### config.mk
export PLATFORM = sky130hd
export DESIGN_NAME = des_round
export DESIGN_NICKNAME = d
export VERILOG_FILES = /design/src/design/des_pkg.sv /design/src/design/des_round.sv
export SDC_FILE = /design/constraint.sdc
export NUM_CORES = 1
export LEC_CHECK = 0
export BUFFER_PORTS_ARGS = -buffer_cell sky130_fd_sc_hd__buf_4
export CAP_MARGIN = 5
export CORE_MARGIN = 5
export CORE_UTILIZATION = 35
export DETAILED_ROUTE_END_ITERATION = 8
export PLACE_DENSITY = 0.61
export SYNTH_ARGS = -nofsm -noshare
export SYNTH_HDL_FRONTEND = slang
export SYNTH_SLANG_ARGS = --single-unit
export TNS_END_PERCENT = 5
### constraint.sdc
create_clock -name vclk -period 4.65
set_input_delay 0.465 -clock vclk [all_inputs]
set_output_delay 0.465 -clock vclk [all_outputs]
set_load 0.02 [all_outputs]
### src/design/des_pkg.sv
package des_pkg;

  localparam int unsigned Rounds = 16;
  localparam int unsigned Stages = Rounds + 1;

  // Pipeline stage contents: halves of the block, key halves and the direction
  typedef struct packed {
    logic        kind;
    logic [31:0] l;
    logic [31:0] r;
    logic [27:0] c;
    logic [27:0] d;
  } des_stage_t;

  localparam logic [6:0] IpTab [64] = '{
    7'd58, 7'd50, 7'd42, 7'd34, 7'd26, 7'd18, 7'd10, 7'd2,
    7'd60, 7'd52, 7'd44, 7'd36, 7'd28, 7'd20, 7'd12, 7'd4,
    7'd62, 7'd54, 7'd46, 7'd38, 7'd30, 7'd22, 7'd14, 7'd6,
    7'd64, 7'd56, 7'd48, 7'd40, 7'd32, 7'd24, 7'd16, 7'd8,
    7'd57, 7'd49, 7'd41, 7'd33, 7'd25, 7'd17, 7'd9,  7'd1,
    7'd59, 7'd51, 7'd43, 7'd35, 7'd27, 7'd19, 7'd11, 7'd3,
    7'd61, 7'd53, 7'd45, 7'd37, 7'd29, 7'd21, 7'd13, 7'd5,
    7'd63, 7'd55, 7'd47, 7'd39, 7'd31, 7'd23, 7'd15, 7'd7};

  localparam logic [6:0] FpTab [64] = '{
    7'd40, 7'd8, 7'd48, 7'd16, 7'd56, 7'd24, 7'd64, 7'd32,
    7'd39, 7'd7, 7'd47, 7'd15, 7'd55, 7'd23, 7'd63, 7'd31,
    7'd38, 7'd6, 7'd46, 7'd14, 7'd54, 7'd22, 7'd62, 7'd30,
    7'd37, 7'd5, 7'd45, 7'd13, 7'd53, 7'd21, 7'd61, 7'd29,
    7'd36, 7'd4, 7'd44, 7'd12, 7'd52, 7'd20, 7'd60, 7'd28,
    7'd35, 7'd3, 7'd43, 7'd11, 7'd51, 7'd19, 7'd59, 7'd27,
    7'd34, 7'd2, 7'd42, 7'd10, 7'd50, 7'd18, 7'd58, 7'd26,
    7'd33, 7'd1, 7'd41, 7'd9,  7'd49, 7'd17, 7'd57, 7'd25};

  localparam logic [5:0] ETab [48] = '{
    6'd32, 6'd1,  6'd2,  6'd3,  6'd4,  6'd5,  6'd4,  6'd5,  6'd6,  6'd7,  6'd8,  6'd9,
    6'd8,  6'd9,  6'd10, 6'd11, 6'd12, 6'd13, 6'd12, 6'd13, 6'd14, 6'd15, 6'd16, 6'd17,
    6'd16, 6'd17, 6'd18, 6'd19, 6'd20, 6'd21, 6'd20, 6'd21, 6'd22, 6'd23, 6'd24, 6'd25,
    6'd24, 6'd25, 6'd26, 6'd27, 6'd28, 6'd29, 6'd28, 6'd29, 6'd30, 6'd31, 6'd32, 6'd1};

  localparam logic [5:0] PTab [32] = '{
    6'd16, 6'd7,  6'd20, 6'd21, 6'd29, 6'd12, 6'd28, 6'd17,
    6'd1,  6'd15, 6'd23, 6'd26, 6'd5,  6'd18, 6'd31, 6'd10,
    6'd2,  6'd8,  6'd24, 6'd14, 6'd32, 6'd27, 6'd3,  6'd9,
    6'd19, 6'd13, 6'd30, 6'd6,  6'd22, 6'd11, 6'd4,  6'd25};

  localparam logic [6:0] Pc1Tab [56] = '{
    7'd57, 7'd49, 7'd41, 7'd33, 7'd25, 7'd17, 7'd9,
    7'd1,  7'd58, 7'd50, 7'd42, 7'd34, 7'd26, 7'd18,
    7'd10, 7'd2,  7'd59, 7'd51, 7'd43, 7'd35, 7'd27,
    7'd19, 7'd11, 7'd3,  7'd60, 7'd52, 7'd44, 7'd36,
    7'd63, 7'd55, 7'd47, 7'd39, 7'd31, 7'd23, 7'd15,
    7'd7,  7'd62, 7'd54, 7'd46, 7'd38, 7'd30, 7'd22,
    7'd14, 7'd6,  7'd61, 7'd53, 7'd45, 7'd37, 7'd29,
    7'd21, 7'd13, 7'd5,  7'd28, 7'd20, 7'd12, 7'd4};

  localparam logic [5:0] Pc2Tab [48] = '{
    6'd14, 6'd17, 6'd11, 6'd24, 6'd1,  6'd5,  6'd3,  6'd28, 6'd15, 6'd6,  6'd21, 6'd10,
    6'd23, 6'd19, 6'd12, 6'd4,  6'd26, 6'd8,  6'd16, 6'd7,  6'd27, 6'd20, 6'd13, 6'd2,
    6'd41, 6'd52, 6'd31, 6'd37, 6'd47, 6'd55, 6'd30, 6'd40, 6'd51, 6'd45, 6'd33, 6'd48,
    6'd44, 6'd49, 6'd39, 6'd56, 6'd34, 6'd53, 6'd46, 6'd42, 6'd50, 6'd36, 6'd29, 6'd32};

  // Left rotation before each encrypt round
  localparam logic [1:0] EncShift [Rounds] = '{
    2'd1, 2'd1, 2'd2, 2'd2, 2'd2, 2'd2, 2'd2, 2'd2,
    2'd1, 2'd2, 2'd2, 2'd2, 2'd2, 2'd2, 2'd2, 2'd1};

  // Right rotation before each decrypt round; first round uses the PC1 halves as is
  localparam logic [1:0] DecShift [Rounds] = '{
    2'd0, 2'd1, 2'd2, 2'd2, 2'd2, 2'd2, 2'd2, 2'd2,
    2'd1, 2'd2, 2'd2, 2'd2, 2'd2, 2'd2, 2'd2, 2'd1};

  localparam logic [3:0] SBox [8][64] = '{
    '{4'd14, 4'd4,  4'd13, 4'd1,  4'd2,  4'd15, 4'd11, 4'd8,
      4'd3,  4'd10, 4'd6,  4'd12, 4'd5,  4'd9,  4'd0,  4'd7,
      4'd0,  4'd15, 4'd7,  4'd4,  4'd14, 4'd2,  4'd13, 4'd1,
      4'd10, 4'd6,  4'd12, 4'd11, 4'd9,  4'd5,  4'd3,  4'd8,
      4'd4,  4'd1,  4'd14, 4'd8,  4'd13, 4'd6,  4'd2,  4'd11,
      4'd15, 4'd12, 4'd9,  4'd7,  4'd3,  4'd10, 4'd5,  4'd0,
      4'd15, 4'd12, 4'd8,  4'd2,  4'd4,  4'd9,  4'd1,  4'd7,
      4'd5,  4'd11, 4'd3,  4'd14, 4'd10, 4'd0,  4'd6,  4'd13},
    '{4'd15, 4'd1,  4'd8,  4'd14, 4'd6,  4'd11, 4'd3,  4'd4,
      4'd9,  4'd7,  4'd2,  4'd13, 4'd12, 4'd0,  4'd5,  4'd10,
      4'd3,  4'd13, 4'd4,  4'd7,  4'd15, 4'd2,  4'd8,  4'd14,
      4'd12, 4'd0,  4'd1,  4'd10, 4'd6,  4'd9,  4'd11, 4'd5,
      4'd0,  4'd14, 4'd7,  4'd11, 4'd10, 4'd4,  4'd13, 4'd1,
      4'd5,  4'd8,  4'd12, 4'd6,  4'd9,  4'd3,  4'd2,  4'd15,
      4'd13, 4'd8,  4'd10, 4'd1,  4'd3,  4'd15, 4'd4,  4'd2,
      4'd11, 4'd6,  4'd7,  4'd12, 4'd0,  4'd5,  4'd14, 4'd9},
    '{4'd10, 4'd0,  4'd9,  4'd14, 4'd6,  4'd3,  4'd15, 4'd5,
      4'd1,  4'd13, 4'd12, 4'd7,  4'd11, 4'd4,  4'd2,  4'd8,
      4'd13, 4'd7,  4'd0,  4'd9,  4'd3,  4'd4,  4'd6,  4'd10,
      4'd2,  4'd8,  4'd5,  4'd14, 4'd12, 4'd11, 4'd15, 4'd1,
      4'd13, 4'd6,  4'd4,  4'd9,  4'd8,  4'd15, 4'd3,  4'd0,
      4'd11, 4'd1,  4'd2,  4'd12, 4'd5,  4'd10, 4'd14, 4'd7,
      4'd1,  4'd10, 4'd13, 4'd0,  4'd6,  4'd9,  4'd8,  4'd7,
      4'd4,  4'd15, 4'd14, 4'd3,  4'd11, 4'd5,  4'd2,  4'd12},
    '{4'd7,  4'd13, 4'd14, 4'd3,  4'd0,  4'd6,  4'd9,  4'd10,
      4'd1,  4'd2,  4'd8,  4'd5,  4'd11, 4'd12, 4'd4,  4'd15,
      4'd13, 4'd8,  4'd11, 4'd5,  4'd6,  4'd15, 4'd0,  4'd3,
      4'd4,  4'd7,  4'd2,  4'd12, 4'd1,  4'd10, 4'd14, 4'd9,
      4'd10, 4'd6,  4'd9,  4'd0,  4'd12, 4'd11, 4'd7,  4'd13,
      4'd15, 4'd1,  4'd3,  4'd14, 4'd5,  4'd2,  4'd8,  4'd4,
      4'd3,  4'd15, 4'd0,  4'd6,  4'd10, 4'd1,  4'd13, 4'd8,
      4'd9,  4'd4,  4'd5,  4'd11, 4'd12, 4'd7,  4'd2,  4'd14},
    '{4'd2,  4'd12, 4'd4,  4'd1,  4'd7,  4'd10, 4'd11, 4'd6,
      4'd8,  4'd5,  4'd3,  4'd15, 4'd13, 4'd0,  4'd14, 4'd9,
      4'd14, 4'd11, 4'd2,  4'd12, 4'd4,  4'd7,  4'd13, 4'd1,
      4'd5,  4'd0,  4'd15, 4'd10, 4'd3,  4'd9,  4'd8,  4'd6,
      4'd4,  4'd2,  4'd1,  4'd11, 4'd10, 4'd13, 4'd7,  4'd8,
      4'd15, 4'd9,  4'd12, 4'd5,  4'd6,  4'd3,  4'd0,  4'd14,
      4'd11, 4'd8,  4'd12, 4'd7,  4'd1,  4'd14, 4'd2,  4'd13,
      4'd6,  4'd15, 4'd0,  4'd9,  4'd10, 4'd4,  4'd5,  4'd3},
    '{4'd12, 4'd1,  4'd10, 4'd15, 4'd9,  4'd2,  4'd6,  4'd8,
      4'd0,  4'd13, 4'd3,  4'd4,  4'd14, 4'd7,  4'd5,  4'd11,
      4'd10, 4'd15, 4'd4,  4'd2,  4'd7,  4'd12, 4'd9,  4'd5,
      4'd6,  4'd1,  4'd13, 4'd14, 4'd0,  4'd11, 4'd3,  4'd8,
      4'd9,  4'd14, 4'd15, 4'd5,  4'd2,  4'd8,  4'd12, 4'd3,
      4'd7,  4'd0,  4'd4,  4'd10, 4'd1,  4'd13, 4'd11, 4'd6,
      4'd4,  4'd3,  4'd2,  4'd12, 4'd9,  4'd5,  4'd15, 4'd10,
      4'd11, 4'd14, 4'd1,  4'd7,  4'd6,  4'd0,  4'd8,  4'd13},
    '{4'd4,  4'd11, 4'd2,  4'd14, 4'd15, 4'd0,  4'd8,  4'd13,
      4'd3,  4'd12, 4'd9,  4'd7,  4'd5,  4'd10, 4'd6,  4'd1,
      4'd13, 4'd0,  4'd11, 4'd7,  4'd4,  4'd9,  4'd1,  4'd10,
      4'd14, 4'd3,  4'd5,  4'd12, 4'd2,  4'd15, 4'd8,  4'd6,
      4'd1,  4'd4,  4'd11, 4'd13, 4'd12, 4'd3,  4'd7,  4'd14,
      4'd10, 4'd15, 4'd6,  4'd8,  4'd0,  4'd5,  4'd9,  4'd2,
      4'd6,  4'd11, 4'd13, 4'd8,  4'd1,  4'd4,  4'd10, 4'd7,
      4'd9,  4'd5,  4'd0,  4'd15, 4'd14, 4'd2,  4'd3,  4'd12},
    '{4'd13, 4'd2,  4'd8,  4'd4,  4'd6,  4'd15, 4'd11, 4'd1,
      4'd10, 4'd9,  4'd3,  4'd14, 4'd5,  4'd0,  4'd12, 4'd7,
      4'd1,  4'd15, 4'd13, 4'd8,  4'd10, 4'd3,  4'd7,  4'd4,
      4'd12, 4'd5,  4'd6,  4'd11, 4'd0,  4'd14, 4'd9,  4'd2,
      4'd7,  4'd11, 4'd4,  4'd1,  4'd9,  4'd12, 4'd14, 4'd2,
      4'd0,  4'd6,  4'd10, 4'd13, 4'd15, 4'd3,  4'd5,  4'd8,
      4'd2,  4'd1,  4'd14, 4'd7,  4'd4,  4'd10, 4'd8,  4'd13,
      4'd15, 4'd12, 4'd9,  4'd0,  4'd3,  4'd5,  4'd6,  4'd11}};

  // Bit 1 of every table is the MSB of the source word
  function automatic logic [63:0] ip_perm(logic [63:0] x);
    logic [63:0] res;
    for (int i = 0; i < 64; i++) res[63-i] = x[64-int'(IpTab[i])];
    return res;
  endfunction

  function automatic logic [63:0] fp_perm(logic [63:0] x);
    logic [63:0] res;
    for (int i = 0; i < 64; i++) res[63-i] = x[64-int'(FpTab[i])];
    return res;
  endfunction

  function automatic logic [55:0] pc1_perm(logic [63:0] x);
    logic [55:0] res;
    for (int i = 0; i < 56; i++) res[55-i] = x[64-int'(Pc1Tab[i])];
    return res;
  endfunction

  function automatic logic [47:0] pc2_perm(logic [55:0] x);
    logic [47:0] res;
    for (int i = 0; i < 48; i++) res[47-i] = x[56-int'(Pc2Tab[i])];
    return res;
  endfunction

  function automatic logic [27:0] rot_left(logic [27:0] v, logic [1:0] amt);
    logic [27:0] res;
    case (amt)
      2'd1:    res = {v[26:0], v[27]};
      2'd2:    res = {v[25:0], v[27:26]};
      default: res = v;
    endcase
    return res;
  endfunction

  function automatic logic [27:0] rot_right(logic [27:0] v, logic [1:0] amt);
    logic [27:0] res;
    case (amt)
      2'd1:    res = {v[0], v[27:1]};
      2'd2:    res = {v[1:0], v[27:2]};
      default: res = v;
    endcase
    return res;
  endfunction

  // Round function: expansion, subkey mix, S-boxes, P
  function automatic logic [31:0] feistel(logic [31:0] r, logic [47:0] subkey);
    logic [47:0] x;
    logic [5:0]  b;
    logic [31:0] s;
    logic [31:0] res;
    for (int i = 0; i < 48; i++) x[47-i] = r[32-int'(ETab[i])];
    x = x ^ subkey;
    for (int i = 0; i < 8; i++) begin
      b = x[47-6*i -: 6];
      s[31-4*i -: 4] = SBox[i][{b[5], b[0], b[4:1]}];
    end
    for (int i = 0; i < 32; i++) res[31-i] = s[32-int'(PTab[i])];
    return res;
  endfunction

endpackage

### src/design/des_round.sv
module des_round
  import des_pkg::*;
(
  input  logic [3:0] rnd_i,
  input  des_stage_t stage_i,
  output des_stage_t stage_o
);

  logic [27:0] c_rot;
  logic [27:0] d_rot;
  logic [47:0] subkey;

  // Key schedule step: left rotation for encrypt, right rotation for decrypt
  always_comb begin
    if (stage_i.kind) begin
      c_rot = rot_right(stage_i.c, DecShift[rnd_i]);
      d_rot = rot_right(stage_i.d, DecShift[rnd_i]);
    end else begin
      c_rot = rot_left(stage_i.c, EncShift[rnd_i]);
      d_rot = rot_left(stage_i.d, EncShift[rnd_i]);
    end
  end

  assign subkey = pc2_perm({c_rot, d_rot});

  // Feistel swap
  always_comb begin
    stage_o.kind = stage_i.kind;
    stage_o.l    = stage_i.r;
    stage_o.r    = stage_i.l ^ feistel(stage_i.r, subkey);
    stage_o.c    = c_rot;
    stage_o.d    = d_rot;
  end

endmodule

* Word-level counts from Yosys, hierarchy flattened
Memory sizes are Yosys's and may differ from the RTL's.
Index checks and enable logic that the tools add are counted.
** Storage, ports and cells
- Register bits :: 0
- ROM bits :: 2112
- Input bits :: 125
- Output and inout port bits :: 121
- Word-level logic and storage cells :: 60
- Memories :: 10
** Memories
- (no name shown) :: words 64, width 4, read ports 1, clocked after memory_dff 0, write ports 0, line des_pkg.sv:194 : s[31-4*i -: 4] = SBox[i][{b[5], b[0], b[4:1]}];
- (no name shown) :: words 64, width 4, read ports 1, clocked after memory_dff 0, write ports 0, line des_pkg.sv:194
- (no name shown) :: words 64, width 4, read ports 1, clocked after memory_dff 0, write ports 0, line des_pkg.sv:194
- (no name shown) :: words 64, width 4, read ports 1, clocked after memory_dff 0, write ports 0, line des_pkg.sv:194
- (no name shown) :: words 64, width 4, read ports 1, clocked after memory_dff 0, write ports 0, line des_pkg.sv:194
- (no name shown) :: words 64, width 4, read ports 1, clocked after memory_dff 0, write ports 0, line des_pkg.sv:194
- 4 more memories
** Operators by class
- $lt $le $gt $ge :: 9
- Equal/unequal tests :: 4
- Muxes and demuxes :: 26
- Bitwise operators :: 11
** Operators with widths (number)
- 28-bit one-hot mux with 2 select lines :: 4
- 4-bit 2-to-1 mux :: 16
- 7-bit >= comparator, second input constant :: 8
- 28-bit 2-to-1 mux :: 2
- 6-bit NOT with 7-bit output :: 8
- 48-bit XOR :: 1
- 32-bit XOR :: 1
- 2-bit 2-to-1 mux :: 4
- 5-bit >= comparator, second input constant :: 1
- 4-bit NOT with 5-bit output :: 1
- 2-bit by 1-bit == test with 1-bit output, second input constant :: 2
- 2-bit == test, second input constant :: 2

* Depth between registers and ports, before layout
- Depth after elaboration :: 13
- Mapped depth :: 23
- Depth with buffers taken out :: 18

* Worst setup path before layout
No wires, ideal clock.
- Kind :: input-to-output
- Start :: input port rnd_i[0]
- End :: output port stage_o[59] in the netlist's numbering
- Arrival :: 4.705 ns
- Required time :: 4.185 ns
- Path slack :: -0.520 ns
- Stages on the path :: 22
- Buffers on the path :: 6
- Path through :: a211o_1 -> buf_4 -> nand2_4 -> inv_2 -> buf_1 -> nor2_1 -> inv_1 -> ha_1 -> buf_2 -> buf_4 -> buf_4 -> a221o_1 -> nand3_1 -> nand4_2 -> ha_1 -> clkbuf_1 -> inv_1 -> mux2_2 -> o221ai_1 -> o311ai_1 -> o21ai_1 -> xor2_1
** RTL lines
- start, declared :: line des_round.sv:4 : input logic [3:0] rnd_i,
- end, declared :: line des_round.sv:6 : output des_stage_t stage_o

==> flow_summary.ini <==
[logic_synthesis]
synth_top_cells_by_count = mux2i_1, nor3b_1, nand2_1, buf_2, o21ai_0
syn_area_mm2 = 0.01125
yosysTopAreaCellShare_pct = 15.49
yosysUniqueCellTypes = 91
syn_avg_cell_area_um2 = 7.365
yosys_warnings = 0
synth.most_common_cell = mux2i_1
synth_fp_nets = 1716
synth_top_cell_by_area = mux2i_1
netlist_instances = 1527
ys_seq_area_share_pct = 0
ys_top_cells_by_area = mux2i_1, nor3b_1, ha_1, a221o_1, buf_4

[route]
drc_errors = 0
ant_nets = 0
drtIter0Drc = 1101
viasPerCell = 6.108
vias = 12770
avgRoutedWirePerCell_um = 20.87
wl_um = 43630
firstDrtPassIters = 8

[floorplanning]
num_io_pins = 246
die_area_mm2 = 0.03582
core.rowCount = 65
initial_core_util_pct = 35.55
die_x_um = 189.3
design.core.area_mm2 = 0.03164
dieHeight_um = 189.3

[sta]
hold_viol = 0
fin_tns_setup_ns = 0
slew_headroom_pct = 56.86
tightest_slew_ns = 0.6471
fin_ws_ns = 0.1302
finalSetupViolations = 0
fin_crit_ns = 4.520
rsz0062_at_grt = yes
post-route-period-util_pct = 97.20
fmax_mhz = 221.2
slew_viol_final = 0

[setup_path]
critPathKind = in -> out
crit_chain = buf_4, a211o_2, nand2_8, inv_4, nor2_4, inv_1, ha_4, buf_12, a221o_1, a21oi_1, nand4b_1, buf_4, inv_1, ha_1, mux2i_1, mux2i_1, mux2i_1, mux2i_4, xor2_2, buf_4
cp_num_buf_inv = 7
max_stage_delay_ns = 0.38
startpoint_type = primary input
crit_required_ns = 4.18
slowest_stage = a211o_2
end_kind = output port
critPathTopFamily = buffers and inverters
cp_max_fo = 27
critical_path_arrival_ns = 4.05

[cts]
post_cts_buffers = 0
ctsHoldBuffers = 0
cts-resized-gates = 0

[cells_and_area]
syn2layout_area_growth_pct = 23.23
seq_cells = 0
nClkBuffers = 0
seq_area_um2 = 0
nets = 1878
layout-drive-gt1-share_pct = 27.68

[global_route]
grt_max_degree = 75
grt_pass1_wl_um = 66660
grt_pass1_vias = 11660
grtUsageTotal_pct = 22.36
grt_overflow = 0
grt_antenna_before_repair = 1

[status]
outcome = complete, no violations

[pwr]
power_uw = 3693
p_per_area_mw_per_mm2 = 266.5
ir_drop_mv = 0.2139
p_leak_uw = 0.005788

[worst_hold_path]
hold_class = in -> out

[place]
dp_slack_ns = 0.008708
place_hpwl_um = 33390
gp_congestion = 0.9153
io_buffers = 246

[flow_run]
drv_cap = 0
cell type report:
class                      instances  area [um2]
antenna                            1       2.502
fill                            3257       17780
inverter                          55       215.2
multi-input combinational       1277       10290
tap                              402       503.0
timing repair buffer             355        2845
through the flow:
step	hold slack (ns)	std cells	area [um2]	util, %
floorplan	0.9954	1527	11510	-
global placement	1.185	2089	13760	43.49
detailed placement	1.189	2089	13760	43.49
CTS	1.189	2089	13760	43.49
global route	1.197	2090	13860	43.80
finish	1.187	2090	13860	43.80
layout by cell type (no fill, tap or decap), types with 6 or more instances in the layout:
master / n
buf_4: 338
mux2i_1: 172
nor3b_1: 147
nand2_1: 88
o21ai_0: 69
ha_1: 58
nand3_1: 56
a21oi_1: 53
nand2b_1: 52
a221o_1: 51
o211ai_1: 45
inv_1: 44
nor2_1: 44
o22ai_1: 41
xnor2_1: 39
nand4b_1: 34
mux2_2: 28
xor2_1: 20
a21o_1: 18
and3_1: 16
nand4_1: 13
nor2b_1: 13
buf_12: 13
nor3_1: 11
o21ai_1: 10
a211oi_1: 9
xor2_2: 9
inv_2: 8
a31oi_1: 8
and4_1: 7
a311oi_1: 7
o221ai_1: 7
mux4_2: 7
a22oi_1: 6
a221oi_1: 6
o2111ai_1: 6
ha_4: 6
where the power goes:
| group | internal [uW] | leakage [uW] | switching (uW) |
|---|---|---|---|
| Combinational | 1660 | 0.00579 | 2030 |
| Clock | 0.0000290 | 0.00000000634 | 0 |
| Sequential | 0 | 0 | 0 |
per-layer routing:
metal	up-vias	track usage (%)	wire [um]
li1	6046	-	-
met1	6115	32.33	19320
met2	553	36.44	19820
met3	51	2.323	3484
met4	0	3.951	996
met5	-	0	0
worst paths after layout:
kind,start,endpoint,depth (start not counted)
worst max-delay path,rnd_i[3],stage_o[57],20
worst min-delay path,stage_i[81],stage_o[113],2
cell families after synthesis:
logic type	after synthesis	synth area share (%)
xor gates and xnor gates	75	6.375
adders and majority gates	65	7.210
muxes	211	19.89
and+or+nand+nor	533	29.98
buffers and inverters	250	11.29
AOI/OAI and AO/OA	393	25.24
No activity file was read; power rests on OpenSTA's default activity.
